<file path="src/design/sar_pkg.sv">
// ----------------------------------------------------------------------------
// sar_pkg
// Shared types and constants for the segment afterglow refresher.
// ----------------------------------------------------------------------------
package sar_pkg;

    localparam int COLUMNS  = 8;
    localparam int SEGMENTS = 16;
    localparam int GLOW_W   = 16;
    localparam int CFG_W    = 16;

    localparam int DEF_GROUPS     = 4;
    localparam int DEF_LEVELS     = 10;
    localparam int DEF_TEXT_DEPTH = 64;

    // item kinds
    localparam logic [2:0] KIND_FONT  = 3'd0;
    localparam logic [2:0] KIND_TEXT  = 3'd1;
    localparam logic [2:0] KIND_DOT   = 3'd2;
    localparam logic [2:0] KIND_LEVEL = 3'd3;
    localparam logic [2:0] KIND_TICK  = 3'd4;

    // configuration register indexes
    localparam logic [2:0] CFG_TEXT_OFFSET = 3'd0;
    localparam logic [2:0] CFG_TEXT_LENGTH = 3'd1;
    localparam logic [2:0] CFG_FONT_OFFSET = 3'd2;
    localparam logic [2:0] CFG_DECAY_DIV   = 3'd3;
    localparam logic [2:0] CFG_ATTR_BASE   = 3'd4;

    localparam logic [7:0] COL_BIT    = 8'h80;
    localparam logic [3:0] SLOT_HDR   = 4'd0;
    localparam logic [3:0] SLOT_LAST  = 4'd8;

    typedef enum logic [2:0] {
        S_CLEAR,
        S_IDLE,
        S_GRP,
        S_FONT,
        S_FLAT,
        S_DIV,
        S_WB,
        S_SRD
    } t_state;

    typedef struct packed {
        logic              start;
        logic [GLOW_W-1:0] dividend;
        logic [GLOW_W-1:0] divisor;
    } t_div_req;

    typedef struct packed {
        logic              done;
        logic [GLOW_W-1:0] quotient;
    } t_div_rsp;

endpackage

</file>
<file path="src/design/sar_div.sv">
// ----------------------------------------------------------------------------
// sar_div
// Restoring divider, one quotient bit per cycle.
// ----------------------------------------------------------------------------
module sar_div (
    input  logic              i_clk,
    input  logic              i_rst_n,
    input  sar_pkg::t_div_req i_req,
    output sar_pkg::t_div_rsp o_rsp
);
    import sar_pkg::*;

    localparam int CNT_W = $clog2(GLOW_W + 1);

    logic [GLOW_W:0]   r_rem;
    logic [GLOW_W-1:0] r_quo;
    logic [GLOW_W-1:0] r_den;
    logic [CNT_W-1:0]  r_cnt;
    logic              r_run;
    logic              r_done;

    logic [GLOW_W:0]   rem_sh;
    logic              fits;

    // trial subtract
    assign rem_sh = {r_rem[GLOW_W-1:0], r_quo[GLOW_W-1]};
    assign fits   = rem_sh >= {1'b0, r_den};

    // control
    always_ff @(posedge i_clk) begin
        if (!i_rst_n) begin
            r_run  <= 1'b0;
            r_done <= 1'b0;
            r_cnt  <= '0;
        end else begin
            r_done <= 1'b0;
            if (i_req.start) begin
                r_run <= 1'b1;
                r_cnt <= CNT_W'(GLOW_W);
            end else if (r_run) begin
                r_cnt <= r_cnt - 1'b1;
                if (r_cnt == CNT_W'(1)) begin
                    r_run  <= 1'b0;
                    r_done <= 1'b1;
                end
            end
        end
    end

    // datapath
    always_ff @(posedge i_clk) begin
        if (i_req.start) begin
            r_rem <= '0;
            r_quo <= i_req.dividend;
            r_den <= i_req.divisor;
        end else if (r_run) begin
            r_rem <= fits ? (rem_sh - {1'b0, r_den}) : rem_sh;
            r_quo <= {r_quo[GLOW_W-2:0], fits};
        end
    end

    assign o_rsp.done     = r_done;
    assign o_rsp.quotient = r_quo;

endmodule
</file>
<file path="config.mk">
export PLATFORM = sky130hd
export DESIGN_NAME = sar_div
export DESIGN_NICKNAME = d
export VERILOG_FILES = /design/src/design/sar_pkg.sv /design/src/design/sar_div.sv
export SDC_FILE = /design/constraint.sdc
export NUM_CORES = 1
export LEC_CHECK = 0
export ABC_CLOCK_PERIOD_IN_PS = 2190
export BUFFER_PORTS_ARGS = -buffer_cell sky130_fd_sc_hd__buf_2
export CAP_MARGIN = 20
export CORE_ASPECT_RATIO = 0.8
export CORE_MARGIN = 2
export CORE_UTILIZATION = 51
export DETAILED_ROUTE_END_ITERATION = 8
export HOLD_SLACK_MARGIN = 0.03
export MAX_ROUTING_LAYER = met4
export PLACE_DENSITY = 0.76
export RECOVER_POWER = 50
export SETUP_SLACK_MARGIN = 0.1
export SYNTH_ARGS = -nofsm -noshare
export SYNTH_HDL_FRONTEND = slang
export SYNTH_SLANG_ARGS = --single-unit
</file>
<file path="constraint.sdc">
create_clock -name i_clk -period 2.19 [get_ports i_clk]
set_input_delay 0.219 -clock i_clk [delete_from_list [all_inputs] [get_ports i_clk]]
set_output_delay 0.219 -clock i_clk [all_outputs]
set_load 0.05 [all_outputs]
</file>
Word level (Yosys, flattened, before mapping)
Index checks and enable logic that the tools add are counted.
{"block": "op_classes", "n_addsub": 2, "magnitude_cmp": 1, "n_eq_ne": 1, "muxes": 9, "bitwise_logic": 2, "reduce_logical": 3}
{"op": "$mux 16", "count": 3}
{"op": "$ge 17x16->1", "count": 1}
{"op": "$sub 16x16->16", "count": 1}
{"op": "$mux 5", "count": 2}
{"op": "$eq 5x1->1 const B", "count": 1}
{"op": "$sub 5x1->5 const B", "count": 1}
{"op": "$mux 1", "count": 4}
{"op": "$reduce_or 3->1", "count": 1}
{"op": "$not 1->1", "count": 2}
{"op": "$reduce_bool 2->1", "count": 1}
{"op": "$reduce_or 2->1", "count": 1}
{"block": "word_totals", "reg_bits": 55, "in_bits": 35, "elab_cells": 25}

Logic depth before layout (Yosys ltp)
Gate-level depths: netlist of run 1.
{"block": "depth", "depth_word": 4, "mapped_depth": 11, "depth_no_buf": 10}

Least setup slack after synthesis of run 1
No wires, ideal clock.
{"block": "synth_timing", "path_kind": "flip-flop to flip-flop", "startpoint": "register r_quo[15]", "endpoint": "register r_rem[14]", "setup_ns": 0.086, "arrival_ns": 2.423, "required_ns": 2.104, "path_slack_ns": -0.318, "path_stages_with_launch": 11, "n_path_buf": 0, "synth_period_minus_slack_ns": 2.508, "path_cell_list": "edfxtp_1 -> inv_1 -> ha_1 -> fa_1 -> nor2b_1 -> o31ai_1 -> a21oi_1 -> o41ai_1 -> xnor2_1 -> mux2i_1 -> a211oi_1"}
{"block": "synth_between", "elab_chain_cells": 2}
{"element": "start: declaration", "line_no": "sar_div.sv:16", "source": "logic [GLOW_W-1:0] r_quo;"}
{"element": "start signal: assignment", "line_no": "sar_div.sv:54", "source": "r_quo <= i_req.dividend;"}
{"element": "start signal: assignment", "line_no": "sar_div.sv:58", "source": "r_quo <= {r_quo[GLOW_W-2:0], fits};"}
{"element": "$sub 16x16->16 / $ge 17x16->1 (equally long branches)", "line_no": "sar_div.sv:57, sar_div.sv:27"}
{"element": "$mux 16 *", "line_no": "sar_div.sv:57", "source": "r_rem <= fits ? (rem_sh - {1'b0, r_den}) : rem_sh;"}
{"element": "end signal: assignment", "line_no": "sar_div.sv:57"}
{"element": "end: declaration", "line_no": "sar_div.sv:15", "source": "logic [GLOW_W:0] r_rem;"}
Every way passes the cells marked *; elsewhere a longest branch is shown, timed or not.
A chain may end at the register's enable or synchronous reset.

Worst setup path in the final report of run 1
{"block": "layout_timing", "startpoint": "register r_den[13]", "endpoint": "register r_rem[6]"}
{"block": "layout_between", "elab_chain_cells": 2}
{"element": "start: declaration", "line_no": "sar_div.sv:17", "source": "logic [GLOW_W-1:0] r_den;"}
{"element": "start signal: assignment", "line_no": "sar_div.sv:55", "source": "r_den <= i_req.divisor;"}
{"element": "$ge 17x16->1", "line_no": "sar_div.sv:27", "source": "assign fits = rem_sh >= {1'b0, r_den};"}
{"element": "$mux 16", "line_no": "sar_div.sv:57"}
Every way passes these cells.

==> results of run 1 <==
## cell usage after synthesis (all sizes together) (6+ instances only)
library cell	instances	area share (%)
nand2	13	1.7
mux2	16	6.0
nor2	24	3.0
buf	6	1.5
nand3	8	1.3
xnor2	9	2.6
edfxtp	32	32
nor4	6	1.4
xor2	7	2.0
inv	24	3.0
a21oi	14	2.3
o21ai	7	1.3
ha	18	7.4
a211oi	10	2.5
nor3	6	0.99
dfxtp	23	15
## worst max-delay path, stage by stage, from the launching register on
cell	delay, ps
edfxtp_1	390
inv_2	80
ha_4	190
or2_1	230
and2_1	160
o21a_1	170
or3_4	360
and2_4	210
a311oi_2	260
o31a_1	150
## power by group through the flow
| stage | Sequential [mW] | Combinational, mW | Clock, mW |
|---|---|---|---|
| 2_1_floorplan | 1.37 | 0.448 | 0 |
| 3_3_place_gp | 1.26 | 0.756 | 0 |
| 4_1_cts | 1.24 | 0.833 | 0.616 |
| 3_5_place_dp | 1.26 | 0.769 | 0 |
| 6_report | 1.24 | 0.888 | 0.611 |
| 5_1_grt | 1.25 | 0.960 | 0.662 |
## registers in the layout (all words and copies together) (netlist names)
signal / cells
r_cnt: 5
r_done: 1
r_rem: 16
r_quo: 16
r_den: 16
r_run: 1
## metal layers
metal / vias to the layer above / part of all wire [%] / GRT usage (%)
met3: 14 / 4.2 / 3.616
met1: 1199 / 45 / 29.26
li1: 1212 / - / -
met2: 70 / 49 / 37.18
met4: 0 / 1.7 / 5.641
met5: - / 0 / -
## through the flow
stage / instance area (um^2) / total power, mW / cells / hold slack, ps / setup slack (ps)
3_3_place_gp: 3576 / 2.015 / 430 / 395.4 / -31.00
6_report: 3913 / 2.744 / 450 / 76.32 / -82.13
3_5_place_dp: 3576 / 2.033 / 430 / 397.1 / -74.80
2_1_floorplan: 3099 / 1.813 / 284 / 317.9 / -75.35
5_1_grt: 3913 / 2.876 / 450 / 64.39 / -191.1
4_1_cts: 3809 / 2.691 / 447 / 74.80 / -67.04
## final cells by class
cell class                      count  area, um^2
Tap cell                           81       101.3
Timing Repair Buffer               86       536.8
Multi-Input combinational cell    195        1660
Sequential cell                    55        1421
Fill cell                         445        1906
Clock buffer                        6       82.58
Inverter                           25       93.84
Clock inverter                      2       16.27
## worst max-delay path by stage
stage,start,to
floorplan,r_quo[15],r_rem[14]
global placement,r_den[6],r_rem[0]
detailed placement,r_den[6],r_rem[15]
CTS,r_den[13],r_rem[6]
global route,r_quo[15],r_rem[14]
finish,r_den[13],r_rem[6]
## cells by family (layout without fill, tap and decap cells)
family,Yosys count,count (layout),synth area share [%]
and+or+nand+nor,80,81,13.90
AOI/OAI and AO/OA,59,59,13.98
muxes,20,20,7.282
adders and majority gates,19,19,8.109
DFF,55,55,47.00
xor gates and xnor gates,16,16,4.634
buffers and inverters,35,119,5.089
## repair_timing
action	in CTS	in global routing
resized for setup	18	17
cloned	1	0
setup buffers	9	3
pin swaps	13	11
endpoints found under the setup margin	16	17
==> results.py, run 1 <==
metrics = {
    "die": {
        "die_h_um": 72.88,
        "die_w_um": 90.10,
        "start_util_pct": 51.98,
        "die_area_um2": 6566,
        "rows": 25,
        "design.core.area_um2": 5818,
        "pin_count": 52,
    },
    "power": {
        "switching_share_pct": 32.96,
        "p_int_mw": 1.839,
        "combPwrFrac_pct": 32.4,
        "p_clk_share_pct": 22.3,
        "switchingPower_uw": 904.5,
        "ir_drop_uv": 394.3,
        "seq_power_share_pct": 45.4,
        "p_leak_nw": 1.631,
        "powerDensity_nw_per_um2": 701.3,
    },
    "clocking": {
        "cts-root-buf": "clkbuf_8",
        "cts_sinks": 55,
        "insertion_delay_ps": 310,
        "htree_levels": 2,
        "cts_buffers": 5,
        "clockBufferDepth": 2,
        "cts_tree": "yes",
        "cts.reportedPaths.clkPinSlew_ps": 100,
        "cts_hold_buf": 0,
    },
    "global_route": {
        "grt.total_usage_pct": 22.40,
        "grt-ovfl-total": 0,
        "first_global_vias": 2468,
        "grt_first_pass_wirelength_mm": 11.43,
        "grt_max_degree": 31,
        "grt_antenna_before_repair": 0,
    },
    "setup_path": {
        "critPathArrivalTime_ps": 2530,
        "worstSetupStartpointType": "flop",
        "crit_path_end_kind": "flop",
        "rr_startpoint": "r_den[13]",
        "crit_fanout": 8,
        "cp.required_ps": 2440,
        "r2r_slack_ps": -80,
        "worstSetupPathType": "flop to flop",
        "r2r_end": "r_rem[6]",
        "reg2regPathDepth": 9,
    },
    "routing": {
        "first_pass_iters": 5,
        "drt_wl_total_mm": 7.220,
        "drc": 0,
        "antenna_left": 0,
        "wl_per_cell_um": 16.04,
        "drt_iter0_markers": 187,
        "viasPerCell": 5.544,
        "via_count": 2495,
    },
    "timing": {
        "tightestPinTransition_ps": 631.1,
        "fin_crit_sh_pct": 103.8,
        "rsz0062_at_grt": "true",
        "finClkSkew_ps": 8.651,
        "fin_crit_ps": 2272,
        "slew_viol_final": 0,
        "relSlewSlack_pct": 57.77,
        "timing.final.ws_setup_ps": -82.13,
        "fin_setup_tns_ps": -445.4,
        "fmaxAchievable_ghz": 0.4401,
        "hold_viol_final": 0,
        "setup_viol": 12,
    },
    "layout": {
        "nets": 422,
        "post-route-util_pct": 67.25,
        "mostFrequentLayoutCells": "buf_2 (51), edfxtp_1 (32), buf_4 (30)",
        "layout-drive-gt1-share_pct": 42.01,
        "areaGrowthSynthToFinish_pct": 29.38,
        "n_antenna_cell": 0,
        "layout_commonest_cell": "buf_2",
    },
    "synthesis": {
        "synthesis.area_um2": 3024,
        "seq_area_frac_synth_pct": 47.00,
        "yosysWarnings": 0,
        "postSynth.asyncResetShare_pct": 0,
        "synth_cells": 284,
        "synth_area_per_cell_um2": 10.65,
        "synthDistinctLibCells": 58,
        "synth_edf_count": 32,
        "synthFlopType": "edfxtp_1",
        "synth_nets": 338,
        "ys_seq_elements": 55,
    },
    "placement": {
        "place_congestion": 0.8878,
        "portBuffers": 51,
        "hpwl_mm": 4.821,
    },
    "job": {
        "maxCapViolations": 0,
    },
    "outcome": {
        "violations": "setup timing",
        "status": "finished, violations left",
    },
    "hold_path": {
        "hold_start": "i_req[0]",
        "hold_path_depth": 1,
        "hold_path_end": "r_den[0]",
        "hold_path_class": "primary input to flop",
    },
}
Note: power is estimated with default switching activity, not from simulation.
==> run 2: changes to the inputs <==
ABC_AREA = 1   (was default)
CORE_UTILIZATION = 52   (was 51)
PLACE_DENSITY = 0.77   (was 0.76)
==> run 2 against run 1 <==
Effect of this change: the run now ends clean; count of clock-buffer cells in the layout is the same; sequential power shrank 3%; worst setup slack gained 270 ps; worst hold slack is essentially flat; power shrank 20%; clock power shrank 7.5%; critical path depth grew 2; highest routed layer unchanged.
==> results.py, run 2 <==
metrics = {
    "timing": {
        "fin_setup_tns_ps": 0,
        "whs_ps": 76.42,
        "relSlewSlack_pct": 27.74,
        "setup_viol": 0,
        "tightestPinTransition_ps": 1080,
        "fin_crit_sh_pct": 91.33,
        "finClkSkew_ps": 9.275,
        "rsz0062_at_grt": "false",
        "timing.final.ws_setup_ps": 189.9,
        "hold_viol_final": 0,
        "fmaxAchievable_ghz": 0.5000,
        "slew_viol_final": 0,
        "fin_crit_ps": 2000,
    },
    "synthesis": {
        "synth_edf_count": 32,
        "synth_area_leaders": "edfxtp_1 (28%), nand2_1 (20%), dfxtp_1 (14%)",
        "synth_area_per_cell_um2": 7.374,
        "synth_common_cells": "nand2_1 (178), inv_1 (78), nand3_1 (42)",
        "synthFlopType": "edfxtp_1",
        "postSynth.asyncResetShare_pct": 0,
        "ys_seq_elements": 55,
        "synth_cells": 461,
        "yosysMostFrequentCell": "nand2_1",
        "yosysWarnings": 0,
        "seq_area_frac_synth_pct": 41.81,
        "synthDistinctLibCells": 36,
        "synthesis.area_um2": 3400,
        "synth_top_cell_area_share_pct": 28.27,
        "synth_top_cell_by_area": "edfxtp_1",
        "synth_nets": 515,
    },
    "power": {
        "seq_power_share_pct": 54.4,
        "switching_share_pct": 31.01,
        "p_clk_share_pct": 25.6,
        "combPwrFrac_pct": 20.0,
        "p_total_mw": 2.208,
        "switchingPower_uw": 684.7,
        "ir_drop_uv": 498.9,
        "p_leak_nw": 2.051,
        "p_int_mw": 1.523,
        "powerDensity_nw_per_um2": 573.4,
    },
    "layout": {
        "layout_commonest_cell": "nand2_1",
        "n_antenna_cell": 0,
        "seqCellArea_um2": 1421,
        "mostFrequentLayoutCells": "nand2_1 (176), inv_1 (78), nand3_1 (42)",
        "nets": 573,
        "layout-drive-gt1-share_pct": 14.81,
        "post-route-util_pct": 60.71,
        "instances_no_fill": 604,
        "stdcell_area_um2": 3851,
        "areaGrowthSynthToFinish_pct": 13.29,
        "multi_input_area_um2": 1623,
        "largestRegisters": "r_den (16), r_quo (16), r_rem (16)",
        "nFillCells": 611,
    },
    "clocking": {
        "cts_sinks": 55,
        "cts.reportedPaths.clkPinSlew_ps": 100,
        "cts-root-buf": "clkbuf_8",
        "cts_tree": "yes",
        "cts_buffers": 5,
        "htree_levels": 2,
        "insertion_delay_ps": 310,
        "clockBufferDepth": 2,
    },
    "job": {
        "maxCapViolations": 0,
    },
    "global_route": {
        "grt_first_pass_wirelength_mm": 12.48,
        "grt_max_degree": 21,
        "first_global_vias": 2768,
        "grt.total_usage_pct": 22.42,
        "grt_antenna_before_repair": 0,
        "grt-ovfl-total": 0,
    },
    "routing": {
        "antenna_left": 0,
        "via_count": 3043,
        "drc": 0,
        "first_pass_iters": 5,
        "drt_iter0_markers": 200,
        "drt_wl_total_mm": 7.724,
        "viasPerCell": 5.038,
        "wl_per_cell_um": 12.79,
    },
    "die": {
        "design.core.area_um2": 6344,
        "die_area_um2": 7205,
        "die_w_um": 94.40,
        "rows": 26,
        "pin_count": 52,
        "die_h_um": 76.32,
        "start_util_pct": 53.59,
    },
    "hold_path": {
        "hold_path_class": "primary input to flop",
    },
    "placement": {
        "pre_cts_ws_ps": 176.2,
        "portBuffers": 51,
        "place_congestion": 1.038,
        "dp.cells": 589,
        "dpl-instance-area_um2": 3717,
        "hpwl_mm": 5.806,
    },
    "setup_path": {
        "crit_path_end_kind": "flop",
        "cp.required_ps": 2400,
        "crit_fanout": 16,
        "critPathArrivalTime_ps": 2210,
        "worstSetupStartpointType": "flop",
        "worstSetupPathType": "flop to flop",
    },
    "outcome": {
        "status": "completed",
    },
}
==> run 2: cell types whose count changed after synthesis, sizes merged, moves of 4 or more <==
cell,change
nor2b,-4
xor2,-5
nand2b,-4
nand2,+177
o21ai,-7
xnor2,-4
mux2i,-4
nor4,-6
a211oi,-9
nand3,+36
inv,+57
mux2,-16
==> run 2: power by group through the flow <==
stage,sequential (mW),combinational (mW),clock [mW]
after CTS,1.20,0.446,0.581
after detailed placement,1.22,0.444,0
after floorplan,1.33,0.213,0
after global placement,1.22,0.435,0
final,1.20,0.443,0.565
after global routing,1.21,0.484,0.618
==> run 2: kinds of logic after synthesis <==
family	Yosys count	synth area share, %
AND/OR/NAND/NOR	271	35.22
buffers and inverters	92	11.04
flip-flops	55	41.81
adder cells (fa/ha/maj)	19	7.214
AO/OA/AOI/OAI	17	2.908
XOR/XNOR	7	1.803
==> run 2: final timing paths <==
check / slack, ps / cells after the start / start / end
max: 190 / 11 / r_den[3] / r_rem[5]
min: 80 / 1 / i_req[15] / r_den[15]
max reg2reg: 190 / 11 / r_den[3] / r_rem[5]
min reg2reg: 480 / 2 / r_rem[14] / r_rem[14]
==> run 2: repair_timing <==
action                     4_1_cts  5_1_grt
setup endpoints to repair        0       16
buffers inserted                 0        7
resized for setup                0        4
hold buffers                     0        0
==> run 2: cell type report <==
| cell class | instances | share of cell area (%) |
|---|---|---|
| sequential | 55 | 36.91 |
| clock inverter | 2 | 0.4224 |
| clock buffer | 6 | 1.884 |
| timing repair buffer | 61 | 7.927 |
| inverter | 82 | 7.992 |
| tap | 84 | 2.729 |
| multi-input combinational | 314 | 42.14 |
==> run 2: per-layer routing <==
| metal | share of wire (%) | track usage, % | vias to the layer above |
|---|---|---|---|
| met2 | 42 | 33.00 | 123 |
| met1 | 49 | 32.09 | 1359 |
| met3 | 8.0 | 4.154 | 9 |
| met5 | 0 | - | - |
| met4 | 1.3 | 5.797 | 0 |
| li1 | - | - | 1552 |
==> run 2: critical path, cell delays in order, from the launching register on <==
cell and delay, ps:
edfxtp_1 360, inv_1 50, ha_1 380, nand2_2 110, nor2_2 160, nand3_1 140
nand3_2 160, nand2_8 90, nand2_4 210, nand2_1 90, nand3_1 90, nand2_1 70
==> run 3: changes to the inputs <==
--- a/config.mk
+++ b/config.mk
@@ -11,5 +11,5 @@
 export CAP_MARGIN = 20
 export CORE_ASPECT_RATIO = 0.8
-export CORE_MARGIN = 2
+export CORE_MARGIN = 8
 export CORE_UTILIZATION = 52
 export DETAILED_ROUTE_END_ITERATION = 8
==> constraint.sdc (replaced) <==
create_clock -name i_clk -period 2.19 [get_ports i_clk]
set_input_delay 0.438 -clock i_clk [delete_from_list [all_inputs] [get_ports i_clk]]
set_output_delay 0.438 -clock i_clk [all_outputs]
set_load 0.05 [all_outputs]
==> run 3 against run 2 <==
Effect of this change: critical path depth shrank 1; worst setup slack gained 19 ps; fmax grew 0.96%; count of clock-buffer cells in the layout is the same; register-to-register slack gained 20 ps; power grew 0.33%; design area is essentially flat; combinational power is essentially flat; sequential share of layout area is essentially flat; worst hold slack gained 220 ps; critical path type unchanged; critical endpoint is now r_quo[0]; largest power group unchanged.
==> results.py, run 3 (synthesized netlist as in run 2, its figures left out) <==
metrics = {
    "outcome": {
        "status": "completed",
    },
    "placement": {
        "portBuffers": 51,
        "place_congestion": 0.9565,
        "hpwl_mm": 5.942,
        "dpl-instance-area_um2": 3732,
    },
    "layout": {
        "layout-drive-gt1-share_pct": 16.22,
        "nFillCells": 576,
        "n_antenna_cell": 0,
        "areaGrowthSynthToFinish_pct": 13.32,
        "nets": 571,
        "mostFrequentLayoutCells": "nand2_1 (178), inv_1 (78), buf_2 (47)",
        "multi_input_area_um2": 1623,
        "largestRegisters": "r_den (16), r_quo (16), r_rem (16)",
        "seqCellArea_um2": 1421,
        "layout_commonest_cell": "nand2_1",
        "stdcell_area_um2": 3852,
    },
    "setup_path": {
        "critPathBufInv": 2,
        "critPathArrivalTime_ps": 2040,
        "worstSetupStartpointType": "flop",
        "r2r_end": "r_quo[0]",
        "reg2regPathDepth": 10,
        "crit_path_end_kind": "flop",
        "crit_cells": 10,
        "critPathTopFamily": "simple AND/OR/NAND/NOR gates",
        "cp.required_ps": 2250,
        "worst_path_max_delay_cell": "dfxtp_1",
        "cp_cell_sequence": "ha_1 > nand2_1 > nand2_1 > nand2_1 > nand2_1 > nor3b_4 > nor2_4 > buf_4 > buf_4 > a31oi_1",
        "cpPeakStageDelay_ps": 370,
        "crit_fanout": 5,
        "r2r_slack_ps": 210,
        "rr_startpoint": "r_rem[9]",
        "worstSetupPathType": "flop to flop",
        "crit_top_cell": "nand2_1",
    },
    "timing": {
        "slew_viol_final": 0,
        "fin_setup_tns_ps": 0,
        "hold_viol_final": 0,
        "setup_viol": 0,
        "fmaxAchievable_ghz": 0.5048,
        "finClkSkew_ps": 7.968,
        "tightestPinTransition_ps": 784.3,
        "fin_crit_ps": 1981,
        "rsz0062_at_grt": "true",
        "fin_crit_sh_pct": 90.46,
        "relSlewSlack_pct": 47.71,
    },
    "die": {
        "die_area_um2": 9397,
        "design.core.area_um2": 6344,
        "rows": 26,
        "start_util_pct": 53.59,
        "pin_count": 52,
        "die_h_um": 88.32,
        "die_w_um": 106.4,
    },
    "clocking": {
        "cts_hold_buf": 0,
        "cts_sinks": 55,
        "htree_levels": 2,
        "insertion_delay_ps": 310,
        "cts.reportedPaths.clkPinSlew_ps": 100,
        "cts-root-buf": "clkbuf_8",
        "cts_buffers": 5,
        "clockBufferDepth": 2,
        "cts_tree": "yes",
    },
    "routing": {
        "viasPerCell": 5.042,
        "antenna_left": 0,
        "drc": 0,
        "first_pass_iters": 5,
        "drt_iter0_markers": 166,
        "via_count": 3035,
        "drt_wl_total_mm": 7.730,
        "wl_per_cell_um": 12.84,
    },
    "hold_path": {
        "hold_start": "i_req[8]",
        "hold_path_end": "r_den[8]",
        "hold_path_class": "primary input to flop",
        "hold_path_depth": 1,
    },
    "power": {
        "p_leak_nw": 2.076,
        "ir_drop_uv": 495.8,
        "powerDensity_nw_per_um2": 575.1,
    },
    "global_route": {
        "grt_use_met2_pct": 25.45,
        "gr-usage-met1_pct": 22.61,
        "grt_antenna_before_repair": 0,
        "grt_first_pass_wirelength_mm": 12.69,
        "grt.total_usage_pct": 16.88,
        "first_global_vias": 2844,
        "groute.layer.met3.usage_pct": 3.421,
        "grt_max_degree": 20,
        "grt-ovfl-total": 0,
        "grt.busiest_layer": "met2",
    },
    "job": {
        "maxCapViolations": 0,
    },
}
run 3: changes by cell type in the layout (fill, tap and decap cells not counted):
cell      delta
buf_2       +13
clkbuf_1    -12
buf_4        -4
nand2_1      +2
nand2_2      -2
buf_6        +1
nand2_4      -1
nand2_8      +1
o21bai_1     +1
o21bai_2     -1
run 3: worst max-delay path by stage:
stage                          from   endpoint  slack (ps)
after CTS                 r_den[14]   r_rem[4]         170
after global routing      r_den[10]   r_rem[4]          90
final                      r_rem[9]   r_quo[0]         210
after floorplan           r_quo[15]  r_rem[12]         130
after global placement    r_den[14]   r_rem[4]         250
after detailed placement  r_den[14]   r_rem[4]         200
run 3: area by class of cell:
| cell class | count | share of cell area, % |
|---|---|---|
| clock inverter | 2 | 0.4222 |
| sequential | 55 | 36.90 |
| multi-input combinational | 314 | 42.12 |
| inverter | 82 | 7.990 |
| clock buffer | 6 | 1.884 |
| tap | 84 | 2.728 |
| timing repair buffer | 59 | 7.957 |
run 3: power breakdown:
part / switching (mW) / internal, mW
combinational: 0.314 / 0.132
sequential: 0.0322 / 1.17
clock: 0.339 / 0.231
run 3: metal layers:
layer | wire (um) | part of all wire [%]
met5 | 0 | 0
met4 | 95 | 1.2
met3 | 553 | 7.2
met2 | 3228 | 42
met1 | 3853 | 50
run 3: timing repair:
action	CTS	global route
endpoints found under the setup margin	0	16
buffers inserted	0	3
hold endpoints to repair	0	0
resized for setup	0	3
run 3: per-stage QoR:
| step | hold slack, ps | power, mW | utilization [%] | instances | setup slack (ps) |
|---|---|---|---|---|---|
| 2_1_floorplan | 445.3 | 1.539 | - | 461 | 128.1 |
| 3_3_place_gp | 461.9 | 1.660 | 58.84 | 591 | 254.4 |
| 3_5_place_dp | 463.0 | 1.668 | 58.84 | 591 | 198.0 |
| 4_1_cts | 289.6 | 2.227 | 60.24 | 599 | 171.3 |
| 5_1_grt | 278.7 | 2.309 | 60.73 | 602 | 93.28 |
| 6_report | 298.0 | 2.216 | 60.73 | 602 | 209.0 |
